$ cat src/sv/hrp_pkg.sv
// ----------------------------------------------------------------------------
// hrp_pkg
// Types, codes and helpers shared by the heap resize policy block.
// ----------------------------------------------------------------------------
package hrp_pkg;

    // Field widths
    localparam int TimeW  = 32;
    localparam int BytesW = 48;
    localparam int DelayW = TimeW + 1;
    localparam int StateW = 2;
    localparam int ActW   = 3;

    // APB register map: one 64-bit register per 8-byte slot
    localparam int ApbDataW = 64;
    localparam int ApbAddrW = 4;
    localparam logic REG_DRAM_LIMIT = 1'b0;

    // Policy state, one-hot inside the block
    typedef enum logic [3:0] {
        S_NONE    = 4'b0001,
        S_WGROW   = 4'b0010,
        S_WSHRINK = 4'b0100,
        S_STABLE  = 4'b1000
    } t_state;

    // Encoded policy state as seen on the result channel
    localparam logic [StateW-1:0] ST_NONE    = 2'd0;
    localparam logic [StateW-1:0] ST_WGROW   = 2'd1;
    localparam logic [StateW-1:0] ST_WSHRINK = 2'd2;
    localparam logic [StateW-1:0] ST_STABLE  = 2'd3;

    // Resize actions
    typedef enum logic [ActW-1:0] {
        A_NONE     = 3'd0,
        A_GROW     = 3'd1,
        A_SHRINK   = 3'd2,
        A_WAITGROW = 3'd3,
        A_SLACK    = 3'd4
    } t_action;

    // One decision epoch as held in the input register
    typedef struct packed {
        logic [TimeW-1:0]  gc_time;
        logic [TimeW-1:0]  io_time;
        logic [BytesW-1:0] heap_capacity;
        logic [BytesW-1:0] heap_used;
        logic [BytesW-1:0] heap_max;
        logic [BytesW-1:0] anon_bytes;
        logic [BytesW-1:0] cache_bytes;
    } t_item;

    // One-hot state to output code
    function automatic logic [StateW-1:0] state_code(input t_state s);
        logic [StateW-1:0] c;
        case (s)
            S_WGROW:   c = ST_WGROW;
            S_WSHRINK: c = ST_WSHRINK;
            S_STABLE:  c = ST_STABLE;
            default:   c = ST_NONE;
        endcase
        return c;
    endfunction

endpackage

$ cat src/sv/hrp_in_if.sv
// ----------------------------------------------------------------------------
// hrp_in_if
// Input channel: one decision epoch per item, valid/ready handshake.
// ----------------------------------------------------------------------------
interface hrp_in_if;
    logic        valid;
    logic        ready;
    logic [31:0] gc_time;
    logic [31:0] io_time;
    logic [47:0] heap_capacity;
    logic [47:0] heap_used;
    logic [47:0] heap_max;
    logic [47:0] anon_bytes;
    logic [47:0] cache_bytes;

    modport source (
        output valid, gc_time, io_time, heap_capacity, heap_used, heap_max,
               anon_bytes, cache_bytes,
        input  ready
    );
    modport sink (
        input  valid, gc_time, io_time, heap_capacity, heap_used, heap_max,
               anon_bytes, cache_bytes,
        output ready
    );
endinterface

$ cat src/sv/hrp_out_if.sv
// ----------------------------------------------------------------------------
// hrp_out_if
// Result channel: next policy state and resize action, valid/ready handshake.
// ----------------------------------------------------------------------------
interface hrp_out_if;
    logic       valid;
    logic       ready;
    logic [1:0] next_state;
    logic [2:0] action;

    modport source (
        output valid, next_state, action,
        input  ready
    );
    modport sink (
        input  valid, next_state, action,
        output ready
    );
endinterface

$ cat src/sv/hrp_cfg.sv
// ----------------------------------------------------------------------------
// hrp_cfg
// APB register file holding the DRAM budget used by the slack test.
// ----------------------------------------------------------------------------
module hrp_cfg (
    input  logic                         i_clk,
    input  logic                         i_rst_n,
    input  logic                         psel,
    input  logic                         penable,
    input  logic                         pwrite,
    input  logic [hrp_pkg::ApbAddrW-1:0] paddr,
    input  logic [hrp_pkg::ApbDataW-1:0] pwdata,
    output logic [hrp_pkg::ApbDataW-1:0] prdata,
    output logic                         pready,
    output logic [hrp_pkg::BytesW-1:0]   o_dram_limit
);
    import hrp_pkg::*;

    logic              wr_en;
    logic              sel_limit;
    logic [BytesW-1:0] r_dram_limit;

    // Register slot is paddr[3]; low bits are the byte offset
    assign sel_limit = (paddr[3] == REG_DRAM_LIMIT);
    assign wr_en     = psel && penable && pwrite && pready;
    assign pready    = 1'b1;

    // Budget register
    always_ff @(posedge i_clk) begin
        if (!i_rst_n) begin
            r_dram_limit <= '0;
        end else if (wr_en && sel_limit) begin
            r_dram_limit <= pwdata[BytesW-1:0];
        end
    end

    // Read back, zero for empty slots
    always_comb begin
        prdata = '0;
        if (sel_limit) begin
            prdata = {{(ApbDataW-BytesW){1'b0}}, r_dram_limit};
        end
    end

    assign o_dram_limit = r_dram_limit;

endmodule

$ cat src/sv/hrp_decide.sv
// ----------------------------------------------------------------------------
// hrp_decide
// Combinational policy decision for one epoch: flags, next state, action.
// ----------------------------------------------------------------------------
module hrp_decide (
    input  hrp_pkg::t_item              i_item,
    input  hrp_pkg::t_state             i_state,
    input  logic [hrp_pkg::DelayW-1:0]  i_last_delay,
    input  logic [hrp_pkg::BytesW-1:0]  i_dram_limit,
    output hrp_pkg::t_state             o_state,
    output hrp_pkg::t_action            o_action,
    output logic [hrp_pkg::DelayW-1:0]  o_delay
);
    import hrp_pkg::*;

    localparam int ProdW = BytesW + 4;

    logic [ProdW-1:0]  used_x10;
    logic [ProdW-1:0]  cap_x7;
    logic [BytesW:0]   mem_sum;
    logic [ProdW-1:0]  mem_x5;
    logic [ProdW-1:0]  lim_x4;
    logic              dec;
    logic              gc_gt;
    logic              io_gt;
    logic              under;
    logic              high;
    logic              slack;
    t_state            fresh_st;
    t_action           fresh_act;

    // Total delay this epoch, exact in 33 bits
    assign o_delay = {1'b0, i_item.gc_time} + {1'b0, i_item.io_time};
    assign dec     = o_delay < i_last_delay;
    assign gc_gt   = i_item.gc_time > i_item.io_time;
    assign io_gt   = i_item.io_time > i_item.gc_time;
    assign under   = i_item.heap_capacity < i_item.heap_max;

    // Occupancy above 0.70: used*10 > cap*7, shift and add
    assign used_x10 = {1'b0, i_item.heap_used, 3'b000}
                    + {3'b000, i_item.heap_used, 1'b0};
    assign cap_x7   = {1'b0, i_item.heap_capacity, 3'b000}
                    - {4'b0000, i_item.heap_capacity};
    assign high     = used_x10 > cap_x7;

    // Memory slack below 0.8: (anon+cache)*5 < limit*4
    assign mem_sum = {1'b0, i_item.anon_bytes} + {1'b0, i_item.cache_bytes};
    assign mem_x5  = {1'b0, mem_sum, 2'b00} + {3'b000, mem_sum};
    assign lim_x4  = {2'b00, i_dram_limit, 2'b00};
    assign slack   = mem_x5 < lim_x4;

    // Decision from scratch (no action state, stable state on no decrease)
    always_comb begin
        if (!io_gt && under) begin
            fresh_st  = S_WGROW;
            fresh_act = A_GROW;
        end else if (io_gt) begin
            fresh_st  = S_WSHRINK;
            fresh_act = A_SHRINK;
        end else begin
            fresh_st  = S_NONE;
            fresh_act = A_NONE;
        end
    end

    // Per-state transition
    always_comb begin
        o_state  = S_NONE;
        o_action = A_NONE;
        case (i_state)
            S_WGROW: begin
                if (gc_gt && high && under && dec) begin
                    o_state  = S_WGROW;
                    o_action = A_GROW;
                end else if (gc_gt && !dec) begin
                    o_state  = S_WGROW;
                    o_action = A_GROW;
                end else if (gc_gt && !high && under && dec) begin
                    o_state  = S_WGROW;
                    o_action = A_WAITGROW;
                end else if (io_gt || !dec) begin
                    o_state  = S_WSHRINK;
                    o_action = A_SHRINK;
                end
            end
            S_WSHRINK: begin
                if (io_gt && dec) begin
                    o_state  = S_WSHRINK;
                    o_action = slack ? A_SLACK : A_SHRINK;
                end else if (gc_gt || !dec) begin
                    o_state  = S_WGROW;
                    o_action = A_GROW;
                end
            end
            S_STABLE: begin
                if (dec) begin
                    o_state  = S_STABLE;
                    o_action = A_NONE;
                end else begin
                    o_state  = fresh_st;
                    o_action = fresh_act;
                end
            end
            default: begin
                o_state  = fresh_st;
                o_action = fresh_act;
            end
        endcase
    end

endmodule

$ cat src/sv/heap_resize_policy_fsm_stable_top.sv
// ----------------------------------------------------------------------------
// heap_resize_policy_fsm_stable_top
// Heap resize policy state machine: one decision per epoch item.
//
//   Channel  Dir  Handshake            Payload
//   i_in     in   valid/ready          gc/io time, heap sizes, memory bytes
//   o_out    out  valid/ready          next_state, action
//   APB      in   psel/penable/pready  dram_limit at byte address 0
//
// One item per cycle sustained while the result channel is ready; an accepted
// item passes through the input register, then the result register.
// Policy state and last delay update as an item moves into the result
// register, so consecutive items see each other's effect without a gap.
// A stalled result holds in the result register while one more item waits
// in the input register. Synchronous active-low reset empties both stages.
// ----------------------------------------------------------------------------
module heap_resize_policy_fsm_stable_top (
    input  logic                         i_clk,
    input  logic                         i_rst_n,
    hrp_in_if.sink                       i_in,
    hrp_out_if.source                    o_out,
    input  logic                         psel,
    input  logic                         penable,
    input  logic                         pwrite,
    input  logic [hrp_pkg::ApbAddrW-1:0] paddr,
    input  logic [hrp_pkg::ApbDataW-1:0] pwdata,
    output logic [hrp_pkg::ApbDataW-1:0] prdata,
    output logic                         pready
);
    import hrp_pkg::*;

    logic              r_in_vld;
    t_item             r_item;
    logic              r_out_vld;
    logic [StateW-1:0] r_next_state;
    t_action           r_action;
    t_state            r_state;
    logic [DelayW-1:0] r_last_delay;

    t_state            n_state;
    t_action           n_action;
    logic [DelayW-1:0] n_delay;
    logic [BytesW-1:0] dram_limit;
    logic              out_free;
    logic              adv;

    // Configuration registers
    hrp_cfg u_cfg (
        .i_clk        (i_clk),
        .i_rst_n      (i_rst_n),
        .psel         (psel),
        .penable      (penable),
        .pwrite       (pwrite),
        .paddr        (paddr),
        .pwdata       (pwdata),
        .prdata       (prdata),
        .pready       (pready),
        .o_dram_limit (dram_limit)
    );

    // Decision logic between the two registers
    hrp_decide u_decide (
        .i_item       (r_item),
        .i_state      (r_state),
        .i_last_delay (r_last_delay),
        .i_dram_limit (dram_limit),
        .o_state      (n_state),
        .o_action     (n_action),
        .o_delay      (n_delay)
    );

    // Flow control
    assign out_free   = !r_out_vld || o_out.ready;
    assign adv        = r_in_vld && out_free;
    assign i_in.ready = !r_in_vld || out_free;

    // Control and policy state
    always_ff @(posedge i_clk) begin
        if (!i_rst_n) begin
            r_in_vld     <= 1'b0;
            r_out_vld    <= 1'b0;
            r_state      <= S_NONE;
            r_last_delay <= '0;
        end else begin
            if (i_in.ready) begin
                r_in_vld <= i_in.valid;
            end
            if (out_free) begin
                r_out_vld <= r_in_vld;
            end
            if (adv) begin
                r_state      <= n_state;
                r_last_delay <= n_delay;
            end
        end
    end

    // Input register payload
    always_ff @(posedge i_clk) begin
        if (i_in.valid && i_in.ready) begin
            r_item.gc_time       <= i_in.gc_time;
            r_item.io_time       <= i_in.io_time;
            r_item.heap_capacity <= i_in.heap_capacity;
            r_item.heap_used     <= i_in.heap_used;
            r_item.heap_max      <= i_in.heap_max;
            r_item.anon_bytes    <= i_in.anon_bytes;
            r_item.cache_bytes   <= i_in.cache_bytes;
        end
    end

    // Result register payload
    always_ff @(posedge i_clk) begin
        if (adv) begin
            r_next_state <= state_code(n_state);
            r_action     <= n_action;
        end
    end

    assign o_out.valid      = r_out_vld;
    assign o_out.next_state = r_next_state;
    assign o_out.action     = r_action;

endmodule

$ cat src/flat_wrapper.sv
// flat-port wrapper written by rule: the top's interface ports become plain ports
module heap_resize_policy_fsm_stable_top_flat import hrp_pkg::*;
  (i_clk, i_rst_n, psel, penable, pwrite, paddr, pwdata, prdata, pready, i_in_valid, i_in_gc_time, i_in_io_time, i_in_heap_capacity, i_in_heap_used, i_in_heap_max, i_in_anon_bytes, i_in_cache_bytes, i_in_ready, o_out_valid, o_out_next_state, o_out_action, o_out_ready);
  hrp_in_if i_in_i ();
  hrp_out_if o_out_i ();
  input  logic i_clk;
  input  logic i_rst_n;
  input  logic psel;
  input  logic penable;
  input  logic pwrite;
  input  logic [hrp_pkg::ApbAddrW-1:0] paddr;
  input  logic [hrp_pkg::ApbDataW-1:0] pwdata;
  output logic [hrp_pkg::ApbDataW-1:0] prdata;
  output logic pready;
  input wire logic [$bits(i_in_i.valid)-1:0] i_in_valid;
  input wire logic [$bits(i_in_i.gc_time)-1:0] i_in_gc_time;
  input wire logic [$bits(i_in_i.io_time)-1:0] i_in_io_time;
  input wire logic [$bits(i_in_i.heap_capacity)-1:0] i_in_heap_capacity;
  input wire logic [$bits(i_in_i.heap_used)-1:0] i_in_heap_used;
  input wire logic [$bits(i_in_i.heap_max)-1:0] i_in_heap_max;
  input wire logic [$bits(i_in_i.anon_bytes)-1:0] i_in_anon_bytes;
  input wire logic [$bits(i_in_i.cache_bytes)-1:0] i_in_cache_bytes;
  output wire logic [$bits(i_in_i.ready)-1:0] i_in_ready;
  output wire logic [$bits(o_out_i.valid)-1:0] o_out_valid;
  output wire logic [$bits(o_out_i.next_state)-1:0] o_out_next_state;
  output wire logic [$bits(o_out_i.action)-1:0] o_out_action;
  input wire logic [$bits(o_out_i.ready)-1:0] o_out_ready;
  assign i_in_i.valid = i_in_valid;
  assign i_in_i.gc_time = i_in_gc_time;
  assign i_in_i.io_time = i_in_io_time;
  assign i_in_i.heap_capacity = i_in_heap_capacity;
  assign i_in_i.heap_used = i_in_heap_used;
  assign i_in_i.heap_max = i_in_heap_max;
  assign i_in_i.anon_bytes = i_in_anon_bytes;
  assign i_in_i.cache_bytes = i_in_cache_bytes;
  assign i_in_ready = i_in_i.ready;
  assign o_out_valid = o_out_i.valid;
  assign o_out_next_state = o_out_i.next_state;
  assign o_out_action = o_out_i.action;
  assign o_out_i.ready = o_out_ready;
  heap_resize_policy_fsm_stable_top u_core (.i_clk(i_clk), .i_rst_n(i_rst_n), .i_in(i_in_i), .o_out(o_out_i), .psel(psel), .penable(penable), .pwrite(pwrite), .paddr(paddr), .pwdata(pwdata), .prdata(prdata), .pready(pready));
endmodule
$ cat config.mk
export PLATFORM = sky130hd
export DESIGN_NAME = heap_resize_policy_fsm_stable_top_flat
export DESIGN_NICKNAME = d
export VERILOG_FILES = /design/src/sv/hrp_pkg.sv /design/src/sv/hrp_in_if.sv /design/src/sv/hrp_out_if.sv /design/src/sv/hrp_cfg.sv /design/src/sv/hrp_decide.sv /design/src/sv/heap_resize_policy_fsm_stable_top.sv /design/src/flat_wrapper.sv
export SDC_FILE = /design/constraint.sdc
export NUM_CORES = 1
export LEC_CHECK = 0
export ABC_AREA = 1
export BUFFER_PORTS_ARGS = -buffer_cell sky130_fd_sc_hd__buf_2
export CAP_MARGIN = 25
export CORE_ASPECT_RATIO = 0.8
export CORE_UTILIZATION = 60
export DETAILED_ROUTE_END_ITERATION = 6
export GPL_TIMING_DRIVEN = 1
export PLACE_DENSITY = 0.94
export RECOVER_POWER = 100
export SYNTH_ARGS = -nofsm -noshare
export SYNTH_HDL_FRONTEND = slang
export SYNTH_SLANG_ARGS = --single-unit
$ cat constraint.sdc
create_clock -name i_clk -period 12.66 [get_ports i_clk]
set_clock_uncertainty 0.05 [all_clocks]
set_input_delay 0.633 -clock i_clk [delete_from_list [all_inputs] [get_ports i_clk]]
set_output_delay 0.633 -clock i_clk [all_outputs]
set_load 0.005 [all_outputs]
==> results.yml <==
critical_path:
  critPathKind: "reg2reg"
  cp-endpoint: "u_core.r_item[49]"
  start_kind: "flop"
  cp_slowest_stage_delay_ns: 2.89
  reg2reg_depth: 5
  crit_chain: "nand3_1 > nand2_1 > clkinvlp_2 > clkbuf_1 > clkbuf_1"
  critPathLaunch: "u_core.o_out.valid"
  crit_path_frequent_cell: "clkbuf_1"
  worstReg2RegStart: "u_core.o_out.valid"
  crit_fanout: 88
  cp.arrival_ns: 8.99
  r2r_end: "u_core.r_item[49]"
  end_kind: "flop"
  worst_path_max_delay_cell: "clkbuf_1"
  regToRegSetupSlack_ns: 3.72
  cp.required_ns: 12.72
detailed_routing:
  routed_via_density: 5.745
  ant_nets: 0
  drtIter0Drc: 2706
  vias: 27977
  drtPass1Iterations: 7
  drc_errors: 1
  drt-total-wl_um: 85510
  avgRoutedWirePerCell_um: 17.56
clock_network:
  clock-sinks: 396
  clock_latency_ns: 0.61
  clk_pin_slew_ns: 0.07
  htree_levels: 2
  post_cts_buffers: 0
  holdBufCountCts: 0
  clk_path_buf_depth: 3
  numCtsBuffers: 40
  cts_tree: "yes"
  cts_resized: 0
  cts-root-buf: "clkbuf_16"
finish:
  final_common_cell: "nand2_1"
  nets: 4959
  drive_gt1_share_pct: 11.86
  synthToLayoutAreaGrowth_pct: 13.47
  layout_common_cells: "nand2_1 (567), inv_1 (559), a21oi_1 (477)"
  fillCellCount: 3854
synthesis:
  syn-cell-area_um2: 30540
  seq_area_frac_synth_pct: 36.09
  yosysWarnings: 0
  synth-main-ff-cell: "edfxtp_1"
  synth_edf_count: 309
  synthCells: 3720
  syn_area_per_cell_um2: 8.208
  ys_seq_elements: 396
  async_reset_ff_share_pct: 0
  synth_cell_types: 57
timing:
  tns_ns: 0
  post-route-min-period_ns: 8.937
  slew_headroom_pct: -180.8
  rsz0062_at_grt: "no"
  finalHoldViolations: 0
  holdWs_ns: 0.1447
  finalCritPeriodShare_pct: 70.59
  setup_viol: 0
  tightest_slew_ns: 4.212
  fmax_mhz: 111.9
  finalWorstSetupSlack_ns: 3.723
  slew_violations: 529
floorplanning:
  start_util_pct: 61.12
  rows: 73
  core_um2: 49960
  ios: 451
  die_area_um2: 51800
  die_w_um: 254.2
  die_h_um: 203.8
placed_design:
  port-buffer-count: 414
  place_ws_ns: 6.141
  gp_congestion: 0.9400
  dp_hpwl_um: 66980
flow_run:
  cap_violations: 7
global_routing:
  gr-total-overflow: 0
  antenna_found_initial: 14
  grt_pass1_vias: 26639
  grt_util_all_layers_pct: 32.29
  grt_pass1_wl_um: 133700
  grt_start_max_net_pins: 97
worst_hold_path:
  hold_path_class: "in2reg"
pwr:
  p_leak_nw: 16.21
  ir_drop_uv: 109.5
  p_per_area_nw_per_um2: 141.4
run_status:
  status: "finished with violations"
  violations: "DRC, capacitance limit, slew limit"
[state kept, by name, indices dropped and copies added, names as in the netlist]
name                       flops
u_core.o_out.next_state        2
u_core.o_out.valid             1
u_core.u_cfg.o_dram_limit     48
u_core.r_in_vld                1
u_core.r_item                304
u_core.r_state                 4
u_core.r_last_delay           33
u_core.o_out.action            3
[layer usage]
metal	part of all wire [%]	wire length, um	track usage (%)	vias up
met5	0.012	10	0	-
met4	3.8	3290	13.19	2
met3	8.4	7191	4.990	213
met2	44	37780	50.76	1285
met1	44	37230	44.39	12880
li1	-	-	-	13597
[cells in the mapped netlist, types with 47 or more instances]
cell type | count | area [um^2]
a21oi_1 | 477 | 2387
dfxtp_1 | 87 | 1742
edfxtp_1 | 309 | 9279
ha_1 | 426 | 5330
inv_1 | 561 | 2106
nand2_1 | 568 | 2132
nand3_1 | 111 | 555.5
nand4_1 | 47 | 294.0
nor2_1 | 315 | 1182
o21ai_0 | 241 | 1206
xnor2_1 | 85 | 744.5
xor2_1 | 120 | 1051
[layout make-up]
type / count / area, um^2 / share of cell area (%)
Tap cell: 675 / 844.6 / 2.438
Timing Repair Buffer: 421 / 2032 / 5.865
Clock inverter: 25 / 307.8 / 0.8883
Sequential cell: 396 / 11020 / 31.81
Antenna cell: 14 / 35.03 / 0.1011
Inverter: 565 / 2122 / 6.125
Multi-Input combinational cell: 2726 / 17200 / 49.65
Clock buffer: 48 / 1082 / 3.124
[cell families (layout without fill, tap and decap cells)]
group	Yosys count	count (layout)	share of synthesized area [%]
DFF	396	396	36.09
adders and majority gates	430	430	17.72
and+or+nand+nor	1183	1183	16.67
AOI/OAI and AO/OA	891	891	15.87
buffers and inverters	613	1059	7.744
other	2	31	0.02459
xor gates and xnor gates	205	205	5.880
[worst min path at each step]
stage / start / end / slack [ns] / cells past startpoint
final: i_in_gc_time[19] / u_core.r_item[291] / 0.14 / 1
after global routing: i_in_io_time[10] / u_core.r_item[250] / 0.13 / 1
after CTS: i_in_heap_used[16] / u_core.r_item[160] / 0.12 / 1
after detailed placement: u_core.r_last_delay[2] / u_core.r_last_delay[2] / 0.42 / 2
after global placement: u_core.r_last_delay[2] / u_core.r_last_delay[2] / 0.40 / 2
after floorplan: u_core.r_last_delay[1] / u_core.r_last_delay[1] / 0.39 / 2
[through the flow]
step | std cells | total power, mW | area, um^2 | util, %
detailed placement | 4782 | 3.568 | 33320 | 66.69
floorplan | 3735 | 3.056 | 30590 | -
global route | 4866 | 5.215 | 34640 | 69.33
global placement | 4782 | 3.497 | 33320 | 66.69
finish | 4870 | 4.899 | 34650 | 69.35
CTS | 4855 | 4.850 | 34710 | 69.47
[power breakdown]
group          switching [mW]  internal (mW)
logic                    1.32          0.774
registers              0.0409           1.49
clock network           0.565          0.708
total                    1.93           2.97
[worst max-delay path, delay by kind of cell (launching register included)]
family	cells	cell delay, ns
and+or+nand+nor	2	0.22
DFF	1	0.34
buffers and inverters	3	7.68
Power figures use the tool's default switching activity.
